<file path="src/rtl/sp5_pkg.sv">
// Package for the quintic sine pipeline: fixed-point formats, constants and
// the record passed from range reduction to polynomial evaluation.
// No dependencies.
package sp5_pkg;

    // Port formats
    localparam int ANGLE_FRAC_BITS = 20;
    localparam int OUT_FRAC_BITS   = 30;
    localparam int ANGLE_W         = 32;
    localparam int OUT_W           = 32;

    // Internal formats: reduction in Q.44, polynomial in Q.29
    localparam int WORK_BITS = 29;
    localparam int RED_BITS  = 44;

    // pi truncated to 44 fraction bits
    localparam int             PI_W   = 46;
    localparam logic [PI_W-1:0] PI_Q44 = 46'h3243F6A8885A;

    // Magnitude shifted to Q.44
    localparam int AXS_W = ANGLE_W + RED_BITS - ANGLE_FRAC_BITS;

    // Reciprocal of pi for the quotient estimate: k_est = (|x| * RECIP) >> RECIP_SH.
    // The estimate is never above the true quotient and at most one below.
    localparam int         RECIP_SH   = ANGLE_W;
    localparam logic [127:0] RECIP_WIDE =
        (128'd1 << (RECIP_SH + RED_BITS - ANGLE_FRAC_BITS)) / 128'(PI_Q44);
    localparam int         RECIP_W    = $clog2(RECIP_WIDE + 128'd1);
    localparam logic [RECIP_W-1:0] RECIP = RECIP_W'(RECIP_WIDE);

    // Largest quotient, plus room for the correction step
    localparam logic [127:0] K_MAX =
        ((128'd1 << (ANGLE_W - 1)) << (RED_BITS - ANGLE_FRAC_BITS)) / 128'(PI_Q44);
    localparam int K_W = $clog2(K_MAX + 128'd2);

    // Q.44 -> Q.29 rounding of the reduced magnitude
    localparam int           RED_SH   = RED_BITS - WORK_BITS;
    localparam logic [PI_W:0] RED_HALF = (PI_W + 1)'(1) << (RED_SH - 1);

    // Polynomial argument; beyond T_LIMIT (5.0) the result saturates
    localparam int            T_W     = 32;
    localparam logic [T_W-1:0] T_LIMIT = T_W'(5) << WORK_BITS;
    localparam int            TL_W    = ANGLE_W + WORK_BITS - ANGLE_FRAC_BITS;

    // Coefficients in Q.29
    localparam int                  A_W    = 23;
    localparam int                  B_W    = 28;
    localparam int                  C_W    = 31;
    localparam logic signed [A_W-1:0] COEF_A = 23'sd3947326;
    localparam logic signed [B_W-1:0] COEF_B = -28'sd88738917;
    localparam logic signed [C_W-1:0] COEF_C = 31'sd536705548;

    // Half an LSB for the Q.29 rounding steps
    localparam longint WORK_HALF = longint'(1) << (WORK_BITS - 1);

    // Polynomial widths
    localparam int SQ_W    = 2 * T_W;
    localparam int T2_W    = SQ_W - WORK_BITS;
    localparam int PA_W    = T2_W + 1 + A_W;
    localparam int INNER_W = 30;
    localparam int P2_W    = T2_W + 1 + INNER_W;
    localparam int MID_W   = P2_W - WORK_BITS + 2;
    localparam int P3_W    = T_W + 1 + MID_W;
    localparam int POS_W   = P3_W - WORK_BITS;

    // Output conversion
    localparam int     SH_L    = (OUT_FRAC_BITS >= WORK_BITS) ? OUT_FRAC_BITS - WORK_BITS : 0;
    localparam int     SH_R    = (OUT_FRAC_BITS < WORK_BITS) ? WORK_BITS - OUT_FRAC_BITS : 1;
    localparam int     MAG_W   = POS_W + SH_L + 1;
    localparam longint ONE_OUT = longint'(1) << OUT_FRAC_BITS;

    // Reduced argument handed to the polynomial
    typedef struct packed {
        logic [T_W-1:0] t;    // magnitude, Q.29, below T_LIMIT
        logic           sat;  // result is +-1.0 regardless of t
        logic           neg;  // final sign
    } red_t;

endpackage

</file>
<file path="src/rtl/sp5_reduce.sv">
// Range reduction by pi: magnitude, quotient estimate, remainder, fold.
// Five register stages. Depends on sp5_pkg.
module sp5_reduce (
    input  logic                            clk,
    input  logic                            rst_n,
    input  logic                            adv,
    input  logic                            in_valid,
    input  logic signed [sp5_pkg::ANGLE_W-1:0] angle,
    input  logic                            mode,
    output logic                            out_valid,
    output sp5_pkg::red_t                   red
);
    import sp5_pkg::*;

    localparam int PROD_W = ANGLE_W + RECIP_W;
    localparam int KPI_W  = K_W + PI_W;

    // Stage registers
    logic                  v1_reg, v2_reg, v3_reg, v4_reg, v5_reg;
    logic [ANGLE_W-1:0]    ax1_reg, ax2_reg, ax3_reg, ax4_reg;
    logic                  neg1_reg, neg2_reg, neg3_reg, neg4_reg;
    logic                  lim1_reg, lim2_reg, lim3_reg, lim4_reg;
    logic [PROD_W-1:0]     prod2_reg;
    logic [K_W-1:0]        kest3_reg;
    logic [AXS_W-1:0]      axs3_reg, kpi3_reg;
    logic [PI_W-1:0]       rem4_reg;
    logic                  kodd4_reg;
    red_t                  red5_reg;

    logic [ANGLE_W-1:0]    ax1_next;
    logic [PROD_W-1:0]     prod2_next;
    logic [K_W-1:0]        kest3_next;
    logic [KPI_W-1:0]      kpi_full;
    logic [AXS_W-1:0]      axs3_next;
    logic [AXS_W:0]        diff_sub;
    logic [AXS_W-1:0]      rem_raw;
    logic                  bump;
    logic [PI_W-1:0]       rem4_next;
    logic                  fold;
    logic [PI_W-1:0]       rmag;
    logic [PI_W:0]         t_round;
    logic [TL_W-1:0]       t_lim;
    logic                  sat_lim;
    red_t                  red5_next;

    // Stage 1: magnitude of the angle (-2^31 keeps magnitude 2^31)
    assign ax1_next = angle[ANGLE_W-1] ? (~angle + ANGLE_W'(1)) : angle;

    // Stage 2: quotient estimate product
    assign prod2_next = PROD_W'(ax1_reg) * PROD_W'(RECIP);

    // Stage 3: k_est * pi against the Q.44 magnitude
    assign kest3_next = K_W'(prod2_reg >> RECIP_SH);
    assign kpi_full   = KPI_W'(kest3_next) * KPI_W'(PI_Q44);
    assign axs3_next  = AXS_W'(ax2_reg) << (RED_BITS - ANGLE_FRAC_BITS);

    // Stage 4: remainder, with one correction step when k_est was one short
    assign rem_raw   = axs3_reg - kpi3_reg;
    assign diff_sub  = {1'b0, axs3_reg} - {1'b0, kpi3_reg} - (AXS_W + 1)'(PI_Q44);
    assign bump      = ~diff_sub[AXS_W];
    assign rem4_next = bump ? diff_sub[PI_W-1:0] : rem_raw[PI_W-1:0];

    // Stage 5: round-to-nearest fold, sign, and conversion to Q.29; in direct mode the 5.0 saturation check
    assign fold    = {rem4_reg, 1'b0} >= {1'b0, PI_Q44};
    assign rmag    = fold ? (PI_Q44 - rem4_reg) : rem4_reg;
    assign t_round = ({1'b0, rmag} + RED_HALF) >> RED_SH;
    assign t_lim   = TL_W'(ax4_reg) << (WORK_BITS - ANGLE_FRAC_BITS);
    assign sat_lim = t_lim >= TL_W'(T_LIMIT);

    always_comb
    begin
        if (lim4_reg)
        begin
            red5_next.t   = sat_lim ? '0 : T_W'(t_lim);
            red5_next.sat = sat_lim;
            red5_next.neg = neg4_reg;
        end
        else
        begin
            red5_next.t   = T_W'(t_round);
            red5_next.sat = 1'b0;
            // a fold steps k up by one and negates r; the two flips cancel
            red5_next.neg = neg4_reg ^ kodd4_reg;
        end
    end

    // Valid bits
    always_ff @(posedge clk or negedge rst_n)
    begin
        if (!rst_n)
        begin
            v1_reg <= 1'b0;
            v2_reg <= 1'b0;
            v3_reg <= 1'b0;
            v4_reg <= 1'b0;
            v5_reg <= 1'b0;
        end
        else if (adv)
        begin
            v1_reg <= in_valid;
            v2_reg <= v1_reg;
            v3_reg <= v2_reg;
            v4_reg <= v3_reg;
            v5_reg <= v4_reg;
        end
    end

    // Payload
    always_ff @(posedge clk)
    begin
        if (adv)
        begin
            ax1_reg   <= ax1_next;
            neg1_reg  <= angle[ANGLE_W-1];
            lim1_reg  <= mode;

            prod2_reg <= prod2_next;
            ax2_reg   <= ax1_reg;
            neg2_reg  <= neg1_reg;
            lim2_reg  <= lim1_reg;

            kest3_reg <= kest3_next;
            kpi3_reg  <= AXS_W'(kpi_full);
            axs3_reg  <= axs3_next;
            ax3_reg   <= ax2_reg;
            neg3_reg  <= neg2_reg;
            lim3_reg  <= lim2_reg;

            rem4_reg  <= rem4_next;
            kodd4_reg <= kest3_reg[0] ^ bump;
            ax4_reg   <= ax3_reg;
            neg4_reg  <= neg3_reg;
            lim4_reg  <= lim3_reg;

            red5_reg  <= red5_next;
        end
    end

    assign out_valid = v5_reg;
    assign red       = red5_reg;

endmodule

</file>
<file path="config.mk">
export PLATFORM = sky130hd
export DESIGN_NAME = sp5_reduce
export DESIGN_NICKNAME = d
export VERILOG_FILES = /design/src/rtl/sp5_pkg.sv /design/src/rtl/sp5_reduce.sv
export SDC_FILE = /design/constraint.sdc
export NUM_CORES = 1
export LEC_CHECK = 0
export ABC_AREA = 1
export BUFFER_PORTS_ARGS = -buffer_cell sky130_fd_sc_hd__buf_4
export CORE_AREA = 2 2 243 245
export CTS_CLUSTER_SIZE = 16
export DETAILED_ROUTE_END_ITERATION = 10
export DIE_AREA = 0 0 245 247
export PLACE_DENSITY = 0.73
export SYNTH_ARGS = -nofsm -noshare
export SYNTH_HDL_FRONTEND = slang
export SYNTH_SLANG_ARGS = --single-unit
</file>
<file path="constraint.sdc">
create_clock -name clk -period 7 [get_ports clk]
set_clock_uncertainty 0.1 [all_clocks]
set_input_delay 0.7 -clock clk [delete_from_list [all_inputs] [get_ports clk]]
set_output_delay 0.7 -clock clk [all_outputs]
set_load 0.02 [all_outputs]
</file>
# Yosys cells after proc, flatten, opt, wreduce, memory -nomap -nowiden
# Index checks and enable logic that the tools add are counted.
# Widths: inputs -> output; s select.
[op_classes] n_addsub=6 n_mul=2 div_mod_pow=0 magnitude_cmp=2 n_eq_ne=0 shifts=0 n_mux=5 bitwise=4 n_reduce_logical=0
[op_table] op="$mux 46" count=2
[op_table] op="$sub 56x56->57" count=1
[op_table] op="$sub 57x46->57 const B" count=1
[op_table] op="$mul 10x45->55 const B" count=1
[op_table] op="$add 46x15->47 const B" count=1
[op_table] op="$ge 47x46->1 const B" count=1
[op_table] op="$sub 46x46->46" count=1
[op_table] op="$sub 46x46->46 const A" count=1
[op_table] op="$mul 32x11->42 const B" count=1
[op_table] op="$ge 41x32->1 const B" count=1
[op_table] op="$mux 34" count=1
[op_table] op="$add 32x2->32 const B" count=1
[op_table] op="$mux 32" count=1
[op_table] op="$not 32->32" count=1
[op_table] op="$mux 31" count=1
[op_table] op="$xor 1x1->1" count=2
[op_table] op="$not 1->1" count=1
[word_totals] reg_bits=320 latchBits=0 ramBits=0 rom_bits=0 output_inout_bits=35 elab_cells=45 mem_count=0

# Logic depth before layout (Yosys ltp)
# Gate-level depths: netlist of the first run.
[depth] ltp_word=4 ltp_mapped=27 ltp_nobuf=27

# Worst setup path after synthesis of the first run
# OpenSTA, ideal clock, no wires.
[synth_path] path_type="register to register" start="register prod2_reg[35]" end="register kpi3_reg[50] (data pin)" setup_ns=0.259 arrival_ns=4.702 t_required_ns=6.641 slack_ns=1.939 stages_incl_launch_ff=22 cell_sequence="edfxtp_1 > fa_1 > fa_1 > inv_1 > fa_1 > inv_1 > fa_1 > inv_1 > fa_1 > inv_1 > ha_1 > nand2_1 > nor2_1 > inv_1 > nor2_1 > inv_1 > o221ai_1 > a21oi_1 > o21ai_0 > nand2_1 > nand2_1 > xor2_1"
[synth_between] elab_chain_cells=1
[synth_lines] element="from (decl)" line_no="sp5_reduce.sv:23" rtl="logic [PROD_W-1:0] prod2_reg;"
[synth_lines] element="from (signal assigned)" line_no="sp5_reduce.sv:117" rtl="prod2_reg <= prod2_next;"
[synth_lines] element="$mul 10x45->55" line_no="sp5_reduce.sv:54" rtl="assign kpi_full = KPI_W'(kest3_next) * KPI_W'(PI_Q44);"
[synth_lines] element="named net kpi_full[50]" line_no="sp5_reduce.sv:33" rtl="logic [KPI_W-1:0] kpi_full;"
[synth_lines] element="to (signal assigned)" line_no="sp5_reduce.sv:123" rtl="kpi3_reg <= AXS_W'(kpi_full);"
[synth_lines] element="to (decl)" line_no="sp5_reduce.sv:25" rtl="logic [AXS_W-1:0] axs3_reg, kpi3_reg;"
# The timed path passes the listed nets, and every way through them passes these cells.
# A chain may end at the register's enable or synchronous reset.

# Final worst setup path of the first run
[layout_path] start="register prod2_reg[38]" end="register kpi3_reg[45] (data pin)"
# Same word-level chain as after synthesis.

==> results.md, run 1 <==
* Run status: completed
* Area growth, synth to finish at 8.23%
* Gr usage total at 27.7%
* Die ar. at 60500 sq um
* Mux cell area share after synthesis at 0.0358%
* Drt wl/cell at 17.2 microns
* Worst setup EP type: flip-flop
* Setup_tns at 0 ns
* N_diodes at 0
* Share of layout cells above drive strength 1 at 4.97%
* Die width at 245 microns
* R2r setup slk at 1.24 ns
* Post-synth EDFFs at 280
* Worst flop-to-flop path startpoint: prod2_reg[38]
* Syn Nets at 4526
* Root Driver: clkbuf_16
* Routed vias/inst at 5.31
* Worst Path Max Fanout at 9
* Port bufs at 71
* Final Util at 58.4%
* Final WL at 81900 microns
* Final #Nets at 4611
* Vias in the first global route at 25000
* H-tree depth at 2
* Post-synthesis sequential area ratio at 27.2%
* Syn_area_per_cell at 8.11 sq um
* Worst min-delay path class: in -> reg
* Post-Synth XOR/XNOR Area at 4.91%
* Crit path launch type: flip-flop
* Initial core utilization at 54.0%
* DRT Pass-1 Iters at 6
* Largest cells by area after synthesis: edfxtp_1, ha_1, fa_1
* CP Class: reg -> reg
* Die H at 247 microns
* CTS tree: built
* Final HPWL DP at 68600 microns
* Synth Area in Compound Gates at 8.54%
* Post-Synth Adder-Cell Area at 29.5%
* Simple-gate share of the synthesized area at 19.5%
* Final setup fails at 0
* Fmax at 174 MHz
* Routed Antenna Nets at 0
* Core area at 58200 sq um
* Synth Register Bits at 285
* GRT overflow at 0
* Hold slack at 0.203 ns
* Largest net degree at the start of global routing at 133
* Hold Path Origin: mode
* Synth warn at 0
* Fill count at 5353
* Worst slew margin at 31.8%
* Period Utilization, post-route at 82.3%
* RSZ-0062 raised after global routing: false
* DRC viols at 0
* Post-CTS Setup Bufs at 0
* Max_cap viols at 0
* Register cell area after layout at 8530 sq um
* Ys flop type: edfxtp_1
* Site row count at 89
* Area leader, netlist: edfxtp_1
* Final Wtd Congestion at 0.979
* Critical Path RT at 7.20 ns
* R2R Path End: kpi3_reg[45]
* Hold Vio Cnt, Final at 0
* Max reg flops at 55
* Count leader, synth: inv_1
* Cells after synthesis at 3875
* Mapped cell area at 31400 sq um
* Number of CTS-inserted buffers at 35
* Worst-path clk slew at 0.06 ns
* Synth unique cells at 56
* Detailed router's first-iteration violation count at 1944
* Top-area cell type share of the netlist area at 26.8%
* List of most frequent post-synthesis cells: inv_1, nand2_1, ha_1
* Main combinational cell family by area after synthesis: adder cells
* Min cycle time layout at 5.76 ns
* CTS Buffer Depth at 3
* Clk_lat worst skew at 0.58 ns
* Via Count at 25300
* Final max-slew violation count at 0
* Antenna violations before repair at 0
* Area of the multi-input gates at 19700 sq um
* Arrival time worst endpoint at 5.96 ns
* # IOs at 72
* Hold Path End: lim1_reg
* Worst-Margin Slew at 1.01 ns
* Clock Sinks at 285
* Worst Hold Path Cells at 1
* Reg2Reg Depth at 21
* Global-route wire length before repair at 132000 microns
* Asr flop ratio synth at 1.75%
==> worst max-delay path, cell delays in order (launching register included) <==
cell      delay (ns)
edfxtp_1        0.71
ha_1            0.45
inv_1           0.14
fa_1            0.52
inv_1           0.05
ha_1            0.27
inv_1           0.06
fa_1            0.54
inv_1           0.04
ha_1            0.28
ha_1            0.36
a21oi_1         0.18
o21ai_0         0.14
o21ai_0         0.17
nand2_1         0.12
a21oi_1         0.28
o21ai_0         0.19
a21boi_0        0.33
o21ai_0         0.24
nand3_1         0.12
nand2_1         0.06
xor2_1          0.14
==> kinds of logic after synthesis <==
| family | count (synthesis) |
|---|---|
| simple gates | 1470 |
| buf+inv | 846 |
| fa+ha+maj | 614 |
| compound gates | 483 |
| flops | 285 |
| xor+xnor | 176 |
| mux | 1 |
==> layer usage <==
| metal | wire length, microns | vias up | global-route usage (%) | part of all wire (%) |
|---|---|---|---|---|
| li1 | - | 12600 | - | - |
| met1 | 36700 | 11800 | 37.9 | 45 |
| met2 | 37800 | 746 | 45.6 | 46 |
| met3 | 4680 | 139 | 3.73 | 5.7 |
| met4 | 2720 | 0 | 8.90 | 3.3 |
| met5 | 0 | - | 0 | 0 |
==> cells in the final DEF, fill, tap and decap left out, types with 3 or more instances in the layout <==
cell type	count
fa_1	212
ha_1	402
buf_4	74
a21oi_1	218
nor2_1	367
o31ai_1	4
clkbuf_1	6
nand3b_1	6
xor2_1	124
o211ai_1	5
edfxtp_1	280
inv_2	12
o21bai_1	18
clkinvlp_4	4
nor4_1	14
o21ai_1	6
a21boi_0	10
nand4_1	47
clkinv_1	4
o21ai_0	153
o221ai_1	6
o21a_1	13
or2_2	4
clkbuf_16	35
nand3_1	151
nor3_1	43
nor2_2	17
dfrtp_1	5
nand2_1	781
and3_1	3
inv_1	805
xnor2_1	52
bufinv_16	5
a21o_1	10
nand2_2	22
a31oi_1	23
nor2_4	5
==> layout make-up <==
cell class / count / share of cell area (%)
timing repair buffer: 77 / 1.77
multi-input combinational: 2744 / 57.8
sequential: 285 / 25.1
clock buffer: 42 / 2.68
tap: 773 / 2.84
clock inverter: 20 / 0.809
inverter: 817 / 9.02
==> how the worst max path moves through the flow <==
stage / start / end / slack [ns] / cells after the start
after global routing: prod2_reg[38] / kpi3_reg[47] / 0.82 / 26
after detailed placement: prod2_reg[38] / kpi3_reg[45] / 1.28 / 21
after global placement: prod2_reg[38] / kpi3_reg[50] / 1.35 / 20
after floorplan: prod2_reg[35] / kpi3_reg[50] / 1.94 / 21
final: prod2_reg[38] / kpi3_reg[45] / 1.24 / 21
after CTS: prod2_reg[38] / kpi3_reg[45] / 1.25 / 21
==> metrics by stage <==
stage / instance area, sq um / cells / worst slack, ns
floorplan: 31400 / 3875 / 1.94
global placement: 32800 / 4695 / 1.35
detailed placement: 32800 / 4695 / 1.28
CTS: 34000 / 4758 / 1.25
global route: 34000 / 4758 / 0.816
finish: 34000 / 4758 / 1.24
==> what timing repair did <==
item,CTS,global route
endpoints found under the hold margin,5,0
resized for setup,0,0
hold buffers,1,0
Power of run 1 is not shown: default switching activity piles up to over one toggle a cycle in this logic, so the estimate is an artifact.
==> run 2, diff against run 1 <==
==> config.mk (replaced) <==
export PLATFORM = sky130hd
export DESIGN_NAME = sp5_reduce
export DESIGN_NICKNAME = d
export VERILOG_FILES = /design/src/rtl/sp5_pkg.sv /design/src/rtl/sp5_reduce.sv
export SDC_FILE = /design/constraint.sdc
export NUM_CORES = 1
export LEC_CHECK = 0
export ABC_AREA = 0
export BUFFER_PORTS_ARGS = -buffer_cell sky130_fd_sc_hd__buf_4
export CORE_AREA = 2 2 229 231
export CTS_CLUSTER_SIZE = 16
export DETAILED_ROUTE_END_ITERATION = 10
export DIE_AREA = 0 0 231 233
export PLACE_DENSITY = 0.76
export SYNTH_ARGS = -nofsm -noshare
export SYNTH_HDL_FRONTEND = slang
export SYNTH_SLANG_ARGS = --single-unit
==> constraint.sdc (replaced) <==
create_clock -name clk -period 4.95 [get_ports clk]
set_clock_uncertainty 0.1 [all_clocks]
set_input_delay 0.495 -clock clk [delete_from_list [all_inputs] [get_ports clk]]
set_output_delay 0.495 -clock clk [all_outputs]
set_load 0.02 [all_outputs]
==> run 2 against run 1 <==
  * The run now ends with setup timing left
  * Register-to-register slack got worse by 2.4 ns
  * Critical endpoint is now kpi3_reg[50]
  * Highest routed layer unchanged
  * Synthesized area decreased by 11%
  * Design area increased by 3.4%
  * Count of clock-buffer cells in the layout increased by 1
  * First-iteration DRC count decreased by 25%
  * Non-clock buffer count increased by 386
  * Sequential cell count unchanged
  * Routed wire length decreased by 10%
  * Utilization increased by 10 points
==> results.md, run 2 <==
* CTS tree: built
* Die H at 233 microns
* Cells after synthesis at 2683
* Root Driver: clkbuf_16
* Ys flop type: edfxtp_1
* Post-synth EDFFs at 280
* Hold Vio Cnt, Final at 0
* Worst min-delay path class: in -> reg
* Routed Antenna Nets at 0
* Count leader, synth: inv_1
* Max reg flops at 55
* Most frequent cells in the layout: inv_1, buf_4, ha_1
* Final setup fails at 42
* Clk_lat worst skew at 0.58 ns
* Worst Path Max Fanout at 4
* Final setup margin at -1.19 ns
* Critical Path RT at 5.15 ns
* CP bufs+invs at 5
* Largest net degree at the start of global routing at 108
* Routed vias/inst at 5.53
* Synth Register Bits at 285
* DRC viols at 0
* Worst-path clk slew at 0.06 ns
* Worst slew margin at 42.6%
* Initial core utilization at 54.7%
* # IOs at 72
* Arrival time worst endpoint at 6.34 ns
* Top cell family by delay on the critical path: adder cells
* CTS Buffer Depth at 3
* Crit path launch type: flip-flop
* Final max-slew violation count at 0
* Final WL at 73700 microns
* Asr flop ratio synth at 1.75%
* List of most frequent post-synthesis cells: inv_1, ha_1, edfxtp_1
* Cell Chain, Critical Path: buf_4 -> inv_2 -> ha_4 -> inv_2 -> fa_1 -> fa_2 -> fa_1 -> inv_2 -> fa_1 -> inv_1 -> ha_2 -> a21o_1 -> a21o_1 -> a2111oi_4 -> o21ai_2 -> a221oi_2 -> o41ai_2 -> nor3_2 -> o31a_1 -> nand3b_1 -> nand2b_1 -> a221oi_2 -> xnor2_1
* Mapped cell area at 27900 sq um
* Clock Sinks at 285
* Detailed router's first-iteration violation count at 1458
* Vias in the first global route at 21800
* CP max stage delay at 0.53 ns
* Post-synthesis sequential area ratio at 30.5%
* Fmax at 163 MHz
* Antenna violations before repair at 0
* Gr usage total at 26.2%
* DRT Pass-1 Iters at 6
* Area growth, synth to finish at 25.9%
* Site row count at 83
* Top-area cell type share of the netlist area at 30.1%
* Drt wl/cell at 19.1 microns
* N_diodes at 0
* Run status: finished, violations left
* Failing checks: setup timing
* Largest cells by area after synthesis: edfxtp_1, ha_1, fa_1
* Die width at 231 microns
* Syn Nets at 3334
* Final #Nets at 3795
* Synth unique cells at 95
* R2r setup slk at -1.19 ns
* Min cycle time layout at 6.14 ns
* Share of layout cells above drive strength 1 at 25.7%
* RSZ-0062 raised after global routing: true
* Max_cap viols at 0
* Final HPWL DP at 54200 microns
* Core area at 51100 sq um
* Period Utilization, post-route at 124%
* Worst setup EP type: flip-flop
* CP Class: reg -> reg
* Area leader, netlist: edfxtp_1
* Synth warn at 0
* Syn_area_per_cell at 10.4 sq um
* Global-route wire length before repair at 112000 microns
* CP max stage cell: fa_1
* Worst-Margin Slew at 0.861 ns
* Final Util at 68.9%
* Die ar. at 53800 sq um
* Most common cell after layout, fill and taps aside: inv_1
* GRT overflow at 0
* Final Wtd Congestion at 0.918
* Number of CTS-inserted buffers at 37
* Via Count at 21300
* Port bufs at 71
* H-tree depth at 2
==> run 2: cell count changes after synthesis, moves of 23 or more <==
| cell | change |
|---|---|
| nand2b_1 | +26 |
| nor2b_1 | +23 |
| a21oi_1 | -93 |
| nand4_1 | -25 |
| o21ai_0 | -39 |
| nand3_1 | -111 |
| nor2_1 | -234 |
| xor2_1 | -62 |
| nand2_1 | -646 |
| a21o_1 | +40 |
| xnor2_1 | +97 |
| inv_1 | -306 |
==> run 2: metal layers <==
layer | part of all wire (%) | GRT usage (%) | vias to the layer above | wire length (microns)
li1 | - | - | 10100 | -
met1 | 42 | 33.7 | 10400 | 30700
met2 | 51 | 46.3 | 575 | 37300
met3 | 4.0 | 3.26 | 169 | 2960
met4 | 3.7 | 7.64 | 0 | 2720
met5 | 0 | 0 | - | 0
==> run 2: final timing paths <==
kind	start	to	depth (start not counted)
max	prod2_reg[34]	kpi3_reg[50]	23
min	angle[0]	ax1_reg[0]	1
max reg2reg	prod2_reg[34]	kpi3_reg[50]	23
min reg2reg	ax2_reg[16]	ax3_reg[16]	0
max in group asynchronous	rst_n	v3_reg	2
min in group asynchronous	rst_n	v4_reg	2
==> run 2: cells by family after synthesis <==
kind of cell / Yosys count / synth area share [%]
muxes: 17 / 0.645
adders and majority gates: 614 / 33.2
xor gates and xnor gates: 212 / 6.67
AOI/OAI and AO/OA: 482 / 11.3
and+or+nand+nor: 533 / 9.83
buffers and inverters: 540 / 7.81
DFF: 285 / 30.5
==> run 2: what timing repair did <==
action / 4_1_cts / 5_1_grt
setup buffers: 57 / 58
endpoints found under the setup margin: 42 / 85
gates cloned: 0 / 0
pin swaps: 104 / 158
hold endpoints to repair: 6 / 0
resized for setup: 147 / 179
hold buffers: 2 / 0
==> run 2: area by class of cell <==
cell class	instances	area, sq um
Clock buffer	43	948
Sequential cell	285	8530
Fill cell	3509	15900
Tap cell	680	851
Timing Repair Buffer	463	3760
Multi-Input combinational cell	1858	18900
Clock inverter	24	309
Inverter	499	1880
==> run 2: metrics by stage <==
stage	cells	setup TNS [ns]	cell area [sq um]	hold slack (ns)	setup slack, ns
after floorplan	2683	-10.63	28200	0.0994	-0.998
after CTS	3806	-16.36	33900	0.000796	-0.927
final	3852	-23.36	35200	0.0286	-1.19
after global routing	3852	-29.59	35200	0.0104	-1.32
after global placement	3683	-19.47	31500	0.196	-0.978
after detailed placement	3683	-22.44	31500	0.199	-1.11
Power of run 2 is left out for the same reason.
